--- src/rtl/core/pfa_pkg.sv ---
// Package with constants, types and helper functions of the page frame allocator.
`timescale 1ns / 1ps
`default_nettype none
package pfa_pkg;
   localparam int NUM_PAGES   = 1024;
   localparam int CACHE_DEPTH = 64;
   localparam int PAGE_W      = 10;
   localparam int CNT_W       = 11;
   localparam int WORD_W      = 32;
   localparam int WORD_AW     = $clog2(WORD_W);
   localparam int MAP_WORDS   = NUM_PAGES / WORD_W;
   localparam int MAP_AW      = $clog2(MAP_WORDS);
   localparam int CACHE_AW    = $clog2(CACHE_DEPTH);
   localparam int FILL_W      = 7;
   localparam int CSR_IDX_W   = 1;

   typedef enum logic [1:0] {
      CMD_FREE  = 2'd0,
      CMD_ALLOC = 2'd1,
      CMD_RUN   = 2'd2,
      CMD_INIT  = 2'd3
   } cmd_type;

   typedef enum logic [1:0] {
      ST_OK       = 2'd0,
      ST_NULL     = 2'd1,
      ST_BAD_FREE = 2'd2,
      ST_NO_RUN   = 2'd3
   } status_type;

   typedef enum logic [CSR_IDX_W-1:0] {
      CSR_LOW_PAGE = 1'b0,
      CSR_TOP_PAGE = 1'b1
   } csr_index_type;

   typedef enum logic [3:0] {
      S_IDLE,
      S_FREE_RD,
      S_FREE_WR,
      S_POP,
      S_SCAN_RD,
      S_SCAN_CHK,
      S_RUN_RD,
      S_RUN_CHK,
      S_CLR_RD,
      S_CLR_WR,
      S_INIT,
      S_RESP
   } state_type;

   // Bits of bitmap word w whose page index lies in [lo, hi).
   function automatic logic [WORD_W-1:0] range_mask(input logic [MAP_AW-1:0] w,
                                                    input logic [CNT_W-1:0] lo,
                                                    input logic [CNT_W-1:0] hi);
      logic [WORD_W-1:0] m;
      int p;
      m = '0;
      for (int k = 0; k < WORD_W; k++) begin
         p = int'(w) * WORD_W + k;
         m[k] = (p >= int'(lo)) && (p < int'(hi));
      end
      return m;
   endfunction

   // Bit j is set when a run of n free pages ends at bit j of this word,
   // given c free pages directly below the word.
   function automatic logic [WORD_W-1:0] run_hit(input logic [WORD_W-1:0] d,
                                                 input logic [CNT_W-1:0] c,
                                                 input logic [CNT_W-1:0] n);
      logic [WORD_W-1:0] h;
      logic ok;
      h = '0;
      for (int j = 0; j < WORD_W; j++) begin
         ok = 1'b1;
         for (int k = 0; k < WORD_W; k++) begin
            if ((k <= j) && (k + int'(n) > j) && !d[k]) begin
               ok = 1'b0;
            end
         end
         h[j] = ok && ((int'(n) <= j + 1) || (int'(c) + j + 1 >= int'(n)));
      end
      return h;
   endfunction

   function automatic logic [WORD_AW-1:0] lowest_one(input logic [WORD_W-1:0] v);
      logic [WORD_AW-1:0] idx;
      idx = '0;
      for (int j = WORD_W - 1; j >= 0; j--) begin
         if (v[j]) begin
            idx = WORD_AW'(j);
         end
      end
      return idx;
   endfunction

   // Number of set bits directly below the top of a word that is not all ones.
   function automatic logic [CNT_W-1:0] top_ones(input logic [WORD_W-1:0] d);
      logic [CNT_W-1:0] cnt;
      cnt = '0;
      for (int j = 0; j < WORD_W; j++) begin
         if (!d[j]) begin
            cnt = CNT_W'(WORD_W - 1 - j);
         end
      end
      return cnt;
   endfunction
endpackage
`default_nettype wire

--- src/rtl/core/pfa_ram.sv ---
// Generic simple dual-port RAM with one write port and a registered read port.
`timescale 1ns / 1ps
`default_nettype none
module pfa_ram #(
   parameter int WIDTH = 8,
   parameter int DEPTH = 16
) (
   input  wire logic                     clock,
   input  wire logic                     wr_en,
   input  wire logic [$clog2(DEPTH)-1:0] wr_addr,
   input  wire logic [WIDTH-1:0]         wr_data,
   input  wire logic                     rd_en,
   input  wire logic [$clog2(DEPTH)-1:0] rd_addr,
   output logic      [WIDTH-1:0]         rd_data
);
   logic [WIDTH-1:0] mem_ff [DEPTH];

   always_ff @(posedge clock) begin
      if (wr_en) begin
         mem_ff[wr_addr] <= wr_data;
      end
      if (rd_en) begin
         rd_data <= mem_ff[rd_addr];
      end
   end
endmodule
`default_nettype wire

--- src/rtl/core/page_frame_allocator_core.sv ---
// Top level of the page frame allocator with a LIFO cache and a free bitmap.
// Usage: a command transfer on the req_ channel (free, allocate one page,
// allocate a contiguous run, initialize) yields exactly one transfer on the
// rsp_ channel with the page, a status code and the cache fill after the step.
// The block works on one command at a time; req_ready is high only when idle.
// A free pushes the page onto the cache or, if it is full, sets the page's
// bitmap bit by a read-modify-write. An allocate pops the cache or, if it is
// empty, scans the bitmap one 32-page word at a time; a run allocation scans
// too and clears each word of the run; initialize refills cache and bitmap.
// The result sits in an output register, so a new request is taken while it
// waits; a stalled receiver holds the next result inside the block.
// The csr_ channel writes low_page and top_page and is always ready; write
// it only while the block is idle. Reset returns both registers to their
// defaults, empties the cache and marks the bitmap empty through per-word
// valid bits, so no clearing pass is needed.
`timescale 1ns / 1ps
`default_nettype none
module page_frame_allocator_core import pfa_pkg::*; (
   input  wire logic                 clock,
   input  wire logic                 reset,
   input  wire logic                 req_valid,
   output logic                      req_ready,
   input  wire logic [1:0]           req_cmd,
   input  wire logic [PAGE_W-1:0]    req_page,
   input  wire logic [CNT_W-1:0]     req_count,
   output logic                      rsp_valid,
   input  wire logic                 rsp_ready,
   output logic      [PAGE_W-1:0]    rsp_page_out,
   output logic      [1:0]           rsp_status,
   output logic      [FILL_W-1:0]    rsp_cache_fill,
   input  wire logic                 csr_valid,
   output logic                      csr_ready,
   input  wire logic [CSR_IDX_W-1:0] csr_index,
   input  wire logic [CNT_W-1:0]     csr_data
);
   state_type state_ff, state_in;
   logic [CNT_W-1:0] low_ff, low_in, top_ff, top_in;
   logic [PAGE_W-1:0] page_ff, page_in;
   logic [CNT_W-1:0] num_ff, num_in;
   logic [FILL_W-1:0] fill_ff, fill_in;
   logic [MAP_AW-1:0] word_ff, word_in, stop_ff, stop_in;
   logic [CNT_W-1:0] carry_ff, carry_in, start_ff, start_in, end_ff, end_in;
   logic [CACHE_AW-1:0] icnt_ff, icnt_in;
   logic [CNT_W-1:0] ihi_ff, ihi_in, ibmhi_ff, ibmhi_in;
   logic [FILL_W-1:0] ifill_ff, ifill_in;
   logic [PAGE_W-1:0] res_page_ff, res_page_in;
   status_type res_status_ff, res_status_in;
   logic rsp_valid_ff, rsp_valid_in;
   logic [PAGE_W-1:0] rsp_page_ff, rsp_page_in;
   status_type rsp_status_ff, rsp_status_in;
   logic [FILL_W-1:0] rsp_fill_ff, rsp_fill_in;
   logic [MAP_WORDS-1:0] mvalid_ff, mvalid_in;
   logic rd_valid_ff, rd_valid_in;

   logic stack_we, stack_re;
   logic [CACHE_AW-1:0] stack_waddr, stack_raddr;
   logic [PAGE_W-1:0] stack_wdata, stack_rdata;
   logic map_we, map_re;
   logic [MAP_AW-1:0] map_waddr, map_raddr;
   logic [WORD_W-1:0] map_wdata, map_rdata, map_word, hits;
   logic [WORD_AW-1:0] bit_idx;
   logic [CNT_W-1:0] ipos, hi_w, span;
   logic page_ok;

   pfa_ram #(.WIDTH(PAGE_W), .DEPTH(CACHE_DEPTH)) u_stack (
      .clock   (clock),
      .wr_en   (stack_we),
      .wr_addr (stack_waddr),
      .wr_data (stack_wdata),
      .rd_en   (stack_re),
      .rd_addr (stack_raddr),
      .rd_data (stack_rdata)
   );

   pfa_ram #(.WIDTH(WORD_W), .DEPTH(MAP_WORDS)) u_map (
      .clock   (clock),
      .wr_en   (map_we),
      .wr_addr (map_waddr),
      .wr_data (map_wdata),
      .rd_en   (map_re),
      .rd_addr (map_raddr),
      .rd_data (map_rdata)
   );

   assign req_ready      = (state_ff == S_IDLE);
   assign csr_ready      = 1'b1;
   assign rsp_valid      = rsp_valid_ff;
   assign rsp_page_out   = rsp_page_ff;
   assign rsp_status     = rsp_status_ff;
   assign rsp_cache_fill = rsp_fill_ff;

   assign map_word = map_rdata & {WORD_W{rd_valid_ff}};
   assign page_ok  = ({1'b0, req_page} >= low_ff) && ({1'b0, req_page} < top_ff);
   assign hi_w     = (top_ff > CNT_W'(NUM_PAGES)) ? CNT_W'(NUM_PAGES) : top_ff;
   assign span     = (hi_w > low_ff) ? (hi_w - low_ff) : '0;

   always_ff @(posedge clock) begin
      if (reset) begin
         state_ff     <= S_IDLE;
         low_ff       <= '0;
         top_ff       <= CNT_W'(NUM_PAGES);
         fill_ff      <= '0;
         rsp_valid_ff <= 1'b0;
         mvalid_ff    <= '0;
      end else begin
         state_ff     <= state_in;
         low_ff       <= low_in;
         top_ff       <= top_in;
         fill_ff      <= fill_in;
         rsp_valid_ff <= rsp_valid_in;
         mvalid_ff    <= mvalid_in;
      end
   end

   always_ff @(posedge clock) begin
      page_ff       <= page_in;
      num_ff        <= num_in;
      word_ff       <= word_in;
      stop_ff       <= stop_in;
      carry_ff      <= carry_in;
      start_ff      <= start_in;
      end_ff        <= end_in;
      icnt_ff       <= icnt_in;
      ihi_ff        <= ihi_in;
      ibmhi_ff      <= ibmhi_in;
      ifill_ff      <= ifill_in;
      res_page_ff   <= res_page_in;
      res_status_ff <= res_status_in;
      rsp_page_ff   <= rsp_page_in;
      rsp_status_ff <= rsp_status_in;
      rsp_fill_ff   <= rsp_fill_in;
      rd_valid_ff   <= rd_valid_in;
   end

   always_comb begin
      low_in = low_ff;
      top_in = top_ff;
      if (csr_valid) begin
         case (csr_index_type'(csr_index))
            CSR_LOW_PAGE: low_in = csr_data;
            CSR_TOP_PAGE: top_in = csr_data;
            default: ;
         endcase
      end
   end

   always_comb begin
      mvalid_in = mvalid_ff;
      if (map_we) begin
         mvalid_in[map_waddr] = 1'b1;
      end
      rd_valid_in = map_re ? mvalid_ff[map_raddr] : rd_valid_ff;
   end

   always_comb begin
      state_in      = state_ff;
      page_in       = page_ff;
      num_in        = num_ff;
      fill_in       = fill_ff;
      word_in       = word_ff;
      stop_in       = stop_ff;
      carry_in      = carry_ff;
      start_in      = start_ff;
      end_in        = end_ff;
      icnt_in       = icnt_ff;
      ihi_in        = ihi_ff;
      ibmhi_in      = ibmhi_ff;
      ifill_in      = ifill_ff;
      res_page_in   = res_page_ff;
      res_status_in = res_status_ff;
      rsp_valid_in  = rsp_valid_ff & ~rsp_ready;
      rsp_page_in   = rsp_page_ff;
      rsp_status_in = rsp_status_ff;
      rsp_fill_in   = rsp_fill_ff;
      stack_we      = 1'b0;
      stack_waddr   = fill_ff[CACHE_AW-1:0];
      stack_wdata   = page_ff;
      stack_re      = 1'b0;
      stack_raddr   = fill_ff[CACHE_AW-1:0];
      map_we        = 1'b0;
      map_waddr     = word_ff;
      map_wdata     = '0;
      map_re        = 1'b0;
      map_raddr     = word_ff;
      hits          = run_hit(map_word, carry_ff, num_ff);
      bit_idx       = lowest_one((state_ff == S_RUN_CHK) ? hits : map_word);
      ipos          = {1'b0, word_ff, bit_idx};

      case (state_ff)
         S_IDLE: begin
            if (req_valid) begin
               page_in       = req_page;
               num_in        = req_count;
               res_page_in   = '0;
               res_status_in = ST_OK;
               case (cmd_type'(req_cmd))
                  CMD_FREE: begin
                     if (!page_ok) begin
                        res_status_in = ST_BAD_FREE;
                        state_in      = S_RESP;
                     end else if (fill_ff < FILL_W'(CACHE_DEPTH)) begin
                        stack_we    = 1'b1;
                        stack_wdata = req_page;
                        fill_in     = fill_ff + 1'b1;
                        state_in    = S_RESP;
                     end else begin
                        state_in = S_FREE_RD;
                     end
                  end
                  CMD_ALLOC: begin
                     if (fill_ff != '0) begin
                        stack_re    = 1'b1;
                        stack_raddr = CACHE_AW'(fill_ff - 1'b1);
                        fill_in     = fill_ff - 1'b1;
                        state_in    = S_POP;
                     end else begin
                        word_in  = '0;
                        state_in = S_SCAN_RD;
                     end
                  end
                  CMD_RUN: begin
                     if (req_count == '0) begin
                        res_status_in = ST_NULL;
                        state_in      = S_RESP;
                     end else begin
                        word_in  = '0;
                        carry_in = '0;
                        state_in = S_RUN_RD;
                     end
                  end
                  CMD_INIT: begin
                     ihi_in   = hi_w;
                     ifill_in = (span >= CNT_W'(CACHE_DEPTH)) ? FILL_W'(CACHE_DEPTH)
                                                               : FILL_W'(span);
                     ibmhi_in = (span > CNT_W'(CACHE_DEPTH)) ? (hi_w - CNT_W'(CACHE_DEPTH))
                                                              : low_ff;
                     icnt_in  = '0;
                     state_in = S_INIT;
                  end
                  default: state_in = S_IDLE;
               endcase
            end
         end
         S_FREE_RD: begin
            map_re    = 1'b1;
            map_raddr = page_ff[PAGE_W-1:WORD_AW];
            state_in  = S_FREE_WR;
         end
         S_FREE_WR: begin
            map_we    = 1'b1;
            map_waddr = page_ff[PAGE_W-1:WORD_AW];
            map_wdata = map_word | (WORD_W'(1) << page_ff[WORD_AW-1:0]);
            state_in  = S_RESP;
         end
         S_POP: begin
            res_page_in = stack_rdata;
            state_in    = S_RESP;
         end
         S_SCAN_RD, S_RUN_RD: begin
            map_re   = 1'b1;
            state_in = (state_ff == S_SCAN_RD) ? S_SCAN_CHK : S_RUN_CHK;
         end
         S_SCAN_CHK: begin
            if (map_word != '0) begin
               map_we      = 1'b1;
               map_wdata   = map_word & ~(WORD_W'(1) << bit_idx);
               res_page_in = {word_ff, bit_idx};
               state_in    = S_RESP;
            end else if (word_ff == MAP_AW'(MAP_WORDS - 1)) begin
               res_status_in = ST_NULL;
               state_in      = S_RESP;
            end else begin
               word_in  = word_ff + 1'b1;
               state_in = S_SCAN_RD;
            end
         end
         S_RUN_CHK: begin
            if (hits != '0) begin
               start_in    = ipos + 1'b1 - num_ff;
               end_in      = ipos + 1'b1;
               stop_in     = word_ff;
               word_in     = start_in[PAGE_W-1:WORD_AW];
               res_page_in = start_in[PAGE_W-1:0];
               state_in    = S_CLR_RD;
            end else begin
               carry_in = (&map_word) ? (carry_ff + CNT_W'(WORD_W)) : top_ones(map_word);
               if (word_ff == MAP_AW'(MAP_WORDS - 1)) begin
                  res_status_in = ST_NO_RUN;
                  state_in      = S_RESP;
               end else begin
                  word_in  = word_ff + 1'b1;
                  state_in = S_RUN_RD;
               end
            end
         end
         S_CLR_RD: begin
            map_re   = 1'b1;
            state_in = S_CLR_WR;
         end
         S_CLR_WR: begin
            map_we    = 1'b1;
            map_wdata = map_word & ~range_mask(word_ff, start_ff, end_ff);
            if (word_ff == stop_ff) begin
               state_in = S_RESP;
            end else begin
               word_in  = word_ff + 1'b1;
               state_in = S_CLR_RD;
            end
         end
         S_INIT: begin
            stack_we    = 1'b1;
            stack_waddr = icnt_ff;
            stack_wdata = PAGE_W'(ihi_ff - 1'b1 - CNT_W'(icnt_ff));
            if (int'(icnt_ff) < MAP_WORDS) begin
               map_we    = 1'b1;
               map_waddr = MAP_AW'(icnt_ff);
               map_wdata = range_mask(MAP_AW'(icnt_ff), low_ff, ibmhi_ff);
            end
            if (icnt_ff == CACHE_AW'(CACHE_DEPTH - 1)) begin
               fill_in  = ifill_ff;
               state_in = S_RESP;
            end else begin
               icnt_in = icnt_ff + 1'b1;
            end
         end
         S_RESP: begin
            if (!rsp_valid_ff || rsp_ready) begin
               rsp_valid_in  = 1'b1;
               rsp_page_in   = res_page_ff;
               rsp_status_in = res_status_ff;
               rsp_fill_in   = fill_ff;
               state_in      = S_IDLE;
            end
         end
         default: state_in = S_IDLE;
      endcase
   end
endmodule
`default_nettype wire

--- config.mk ---
export PLATFORM = sky130hd
export DESIGN_NAME = page_frame_allocator_core
export DESIGN_NICKNAME = d
export VERILOG_FILES = /design/src/rtl/core/pfa_pkg.sv /design/src/rtl/core/pfa_ram.sv /design/src/rtl/core/page_frame_allocator_core.sv
export SDC_FILE = /design/constraint.sdc
export NUM_CORES = 2
export LEC_CHECK = 0
export ABC_AREA = 1
export ABC_CLOCK_PERIOD_IN_PS = 7350
export BUFFER_PORTS_ARGS = -buffer_cell sky130_fd_sc_hd__buf_2
export CORE_MARGIN = 8
export CORE_UTILIZATION = 34
export CTS_CLUSTER_DIAMETER = 120
export DETAILED_ROUTE_END_ITERATION = 16
export HOLD_SLACK_MARGIN = 0.05
export MAX_ROUTING_LAYER = met4
export SETUP_SLACK_MARGIN = 0.02
export SYNTH_ARGS = -nofsm -noshare
export SYNTH_HDL_FRONTEND = slang
export SYNTH_SLANG_ARGS = --single-unit
export TNS_END_PERCENT = 50
--- constraint.sdc ---
create_clock -name clock -period 7.35 [get_ports clock]
set_clock_uncertainty 0.1 [all_clocks]
set_input_delay 2.205 -clock clock [delete_from_list [all_inputs] [get_ports clock]]
set_output_delay 2.205 -clock clock [all_outputs]
set_load 0.05 [all_outputs]
==> metrics.txt <==
Synth area leader=edfxtp_1; Comb pwr share=58.1%; multi-input logic area=0.0485 sq mm; CTS tree=built; crit path DAT=8.31 ns; Slew headroom=14.3%; H-Tree Depth=4; WL final=618000 um; Final setup viols=25; Worst-path clk slew=approximately 0.07 ns; Residual DRC=0; Avg Inst Size Synth=9.11 sq um; Worst Setup Path Type=reg -> reg; DRT Pass-1 Iters=6; most frequent CP cell=nand2_1; layout cell share with drive strength beyond 1=a little over a quarter; clk_lat worst skew=approximately 0.94 ns; status=finished, violations left; Synth area leaders=edfxtp_1 (51%), nor2_1 (6.6%), nand2_1 (6.2%); # fillers=30500; Clock Sinks=1902; GRT overflow=0; final setup TNS=-3.73 ns; 1st-iter DRT viols=11900; CP max stage cell=o211ai_1; Final Hold Vio Count=0; commonest non-fill, non-tap cells in the layout=buf_4 (2440), edfxtp_1 (1836), nor2_1 (1754); flops & latches, synth=between 1500 and 2000; Seq pwr share=24.8%; worst slew pin tran=1.28 ns; DP Worst Slack=-1.28 ns; final period utilization=106%; CTS max path bufs=4; vias in the first global route=about 100k; unrepaired setup endpoints after global routing=yes; worst hold slack=about 0.32 ns; first-pass GRT wire length=between 800000 and 900000 um; Post-CTS Hold Buffers=0; hpwl dp=474000 um; CP Max Fanout=10; I/O Pins=62; register area share after synthesis=between 50% and 60%; port bufs=60; GP Congestion=1.14; Crit path largest cell delay=0.62 ns; Vias=between 100k and 150k; fmax=129 MHz; synth warn=0; crit end category=flop; reg2reg path depth=55; largest net degree at the start of global routing=184; data required time of the worst path=7.90 ns; Final min period=between 7 and 8 ns; Cell Pwr Density=404 mW/mm^2; final core occ=46.0%; Synth Flop Type=edfxtp_1; hold path cells=0; commonest non-fill, non-tap cell in the layout=buf_4; Final ANT Viol Nets=0; Worst Hold Class=reg -> reg; Slew Limit Fails=0; Post-synth EDFFs=1836; post-synth cell types=79; Mapped Cells=11800; drt wl/cell=roughly 33 um; Int Power=30.6 mW; Net Sw Frac=47.5%; Layout Nets=14600; Die Span Y=578 um; async set or reset register ratio after synthesis=0%; Psw=27.7 mW; die width=578 um; VDD IR-drop max=612 uV; Inserted Clock Buffers=just over 200; Max-Cap Viols=0; Vias/cell=5.71; All-Layer GR Usage=36.6%; CTS Root Cell=clkbuf_16; Placeable Area=around 0.31 sq mm; Leakage=57.0 nW; violated checks=negative setup slack; Synth Net Count=12200; die footprint=0.334 sq mm; Final WS setup=-0.410 ns; Starting Density=34.1%; Syn-to-layout area delta=34.7%; synthesized area=0.107 sq mm; sequential cell area=0.0565 sq mm; antenna violations before repair=58; CP startpoint kind=flop; share of the synthesized area in the top cell type=51.4%; Site Rows=206; Clk network pwr share=17.1%
==> metal layers <==
layer	GRT usage, %	part of all wire, %
met1	45.1	40
met2	56.7	45
met3	5.41	7.4
met4	23.1	8.2
met5	-	0
==> cell usage after synthesis, drive strengths merged (114+ instances only) <==
cell / count
a21oi: 425
a31oi: 116
buf: 115
clkbuf: 503
edfxtp: 1836
ha: 406
inv: 873
nand2: 1777
nand3: 718
nand4: 137
nor2: 1923
nor3: 114
o211ai: 220
o21ai: 1367
o221ai: 315
o22ai: 167
xor2: 241
==> stage by stage <==
| step | power, mW | instances | cell area (sq um) |
|---|---|---|---|
| floorplan | 27.6 | 11800 | 107000 |
| detailed placement | 46.2 | 18000 | 133000 |
| global route | 60.1 | 18600 | 144000 |
| finish | 58.4 | 18600 | 145000 |
| global placement | 46.3 | 18000 | 133000 |
| CTS | 57.3 | 18500 | 143000 |
==> layout make-up <==
cell class,count,share of cell area (%)
sequential,1902,39.1
multi-input combinational,8355,33.6
timing repair buffer,2826,16.9
clock buffer,252,3.74
tap,4160,3.60
inverter,907,2.40
clock inverter,119,0.700
antenna,38,0.0658
==> power groups by stage <==
stage / sequential, mW / clock (mW) / combinational (mW)
finish: 14.5 / 9.99 / 33.9
global route: 14.5 / 10.5 / 35.0
CTS: 14.5 / 10.1 / 32.7
detailed placement: 14.7 / 0 / 31.5
global placement: 14.7 / 0 / 31.6
floorplan: 14.7 / 0 / 12.9
==> kinds of logic after synthesis <==
family	after synthesis	synth area share, %
muxes	1	0.00933
other	1	0.00350
xor gates and xnor gates	262	2.15
and+or+nand+nor	4762	18.4
buffers and inverters	1525	5.48
DFF	1902	52.6
AOI/OAI and AO/OA	2920	16.5
adders and majority gates	409	4.79
==> final timing paths <==
check | from | to | slack (ns)
setup / recovery | num_ff[4] | start_ff[10] | -0.41
hold / removal | res_page_ff[0] | rsp_page_out[0] | 0.32
setup reg to reg | num_ff[4] | start_ff[10] | -0.41
hold reg to reg | res_page_ff[0] | rsp_page_out[0] | 0.32
==> critical path, delay by kind of cell (launching register included) <==
| family | cells | cell delay (ns) |
|---|---|---|
| DFF | 1 | 0.49 |
| AOI/OAI and AO/OA | 8 | 1.62 |
| adders and majority gates | 3 | 0.61 |
| buffers and inverters | 10 | 1.48 |
| xor gates and xnor gates | 3 | 0.49 |
| and+or+nand+nor | 31 | 2.72 |
==> what timing repair did <==
action	CTS	global route
pin swaps	142	70
gates cloned	3	3
gates resized for setup	675	206
buffers inserted	113	35
setup endpoints to repair	892	772
==> flip-flops by register name (all words and copies together) (netlist names), 32 cells and up <==
| register | cells |
|---|---|
| mvalid_ff | 32 |
| u_stack.mem_ff | 640 |
| u_map.mem_ff | 1024 |
| u_map.rd_data | 32 |
Power figures use the tool's default switching activity.
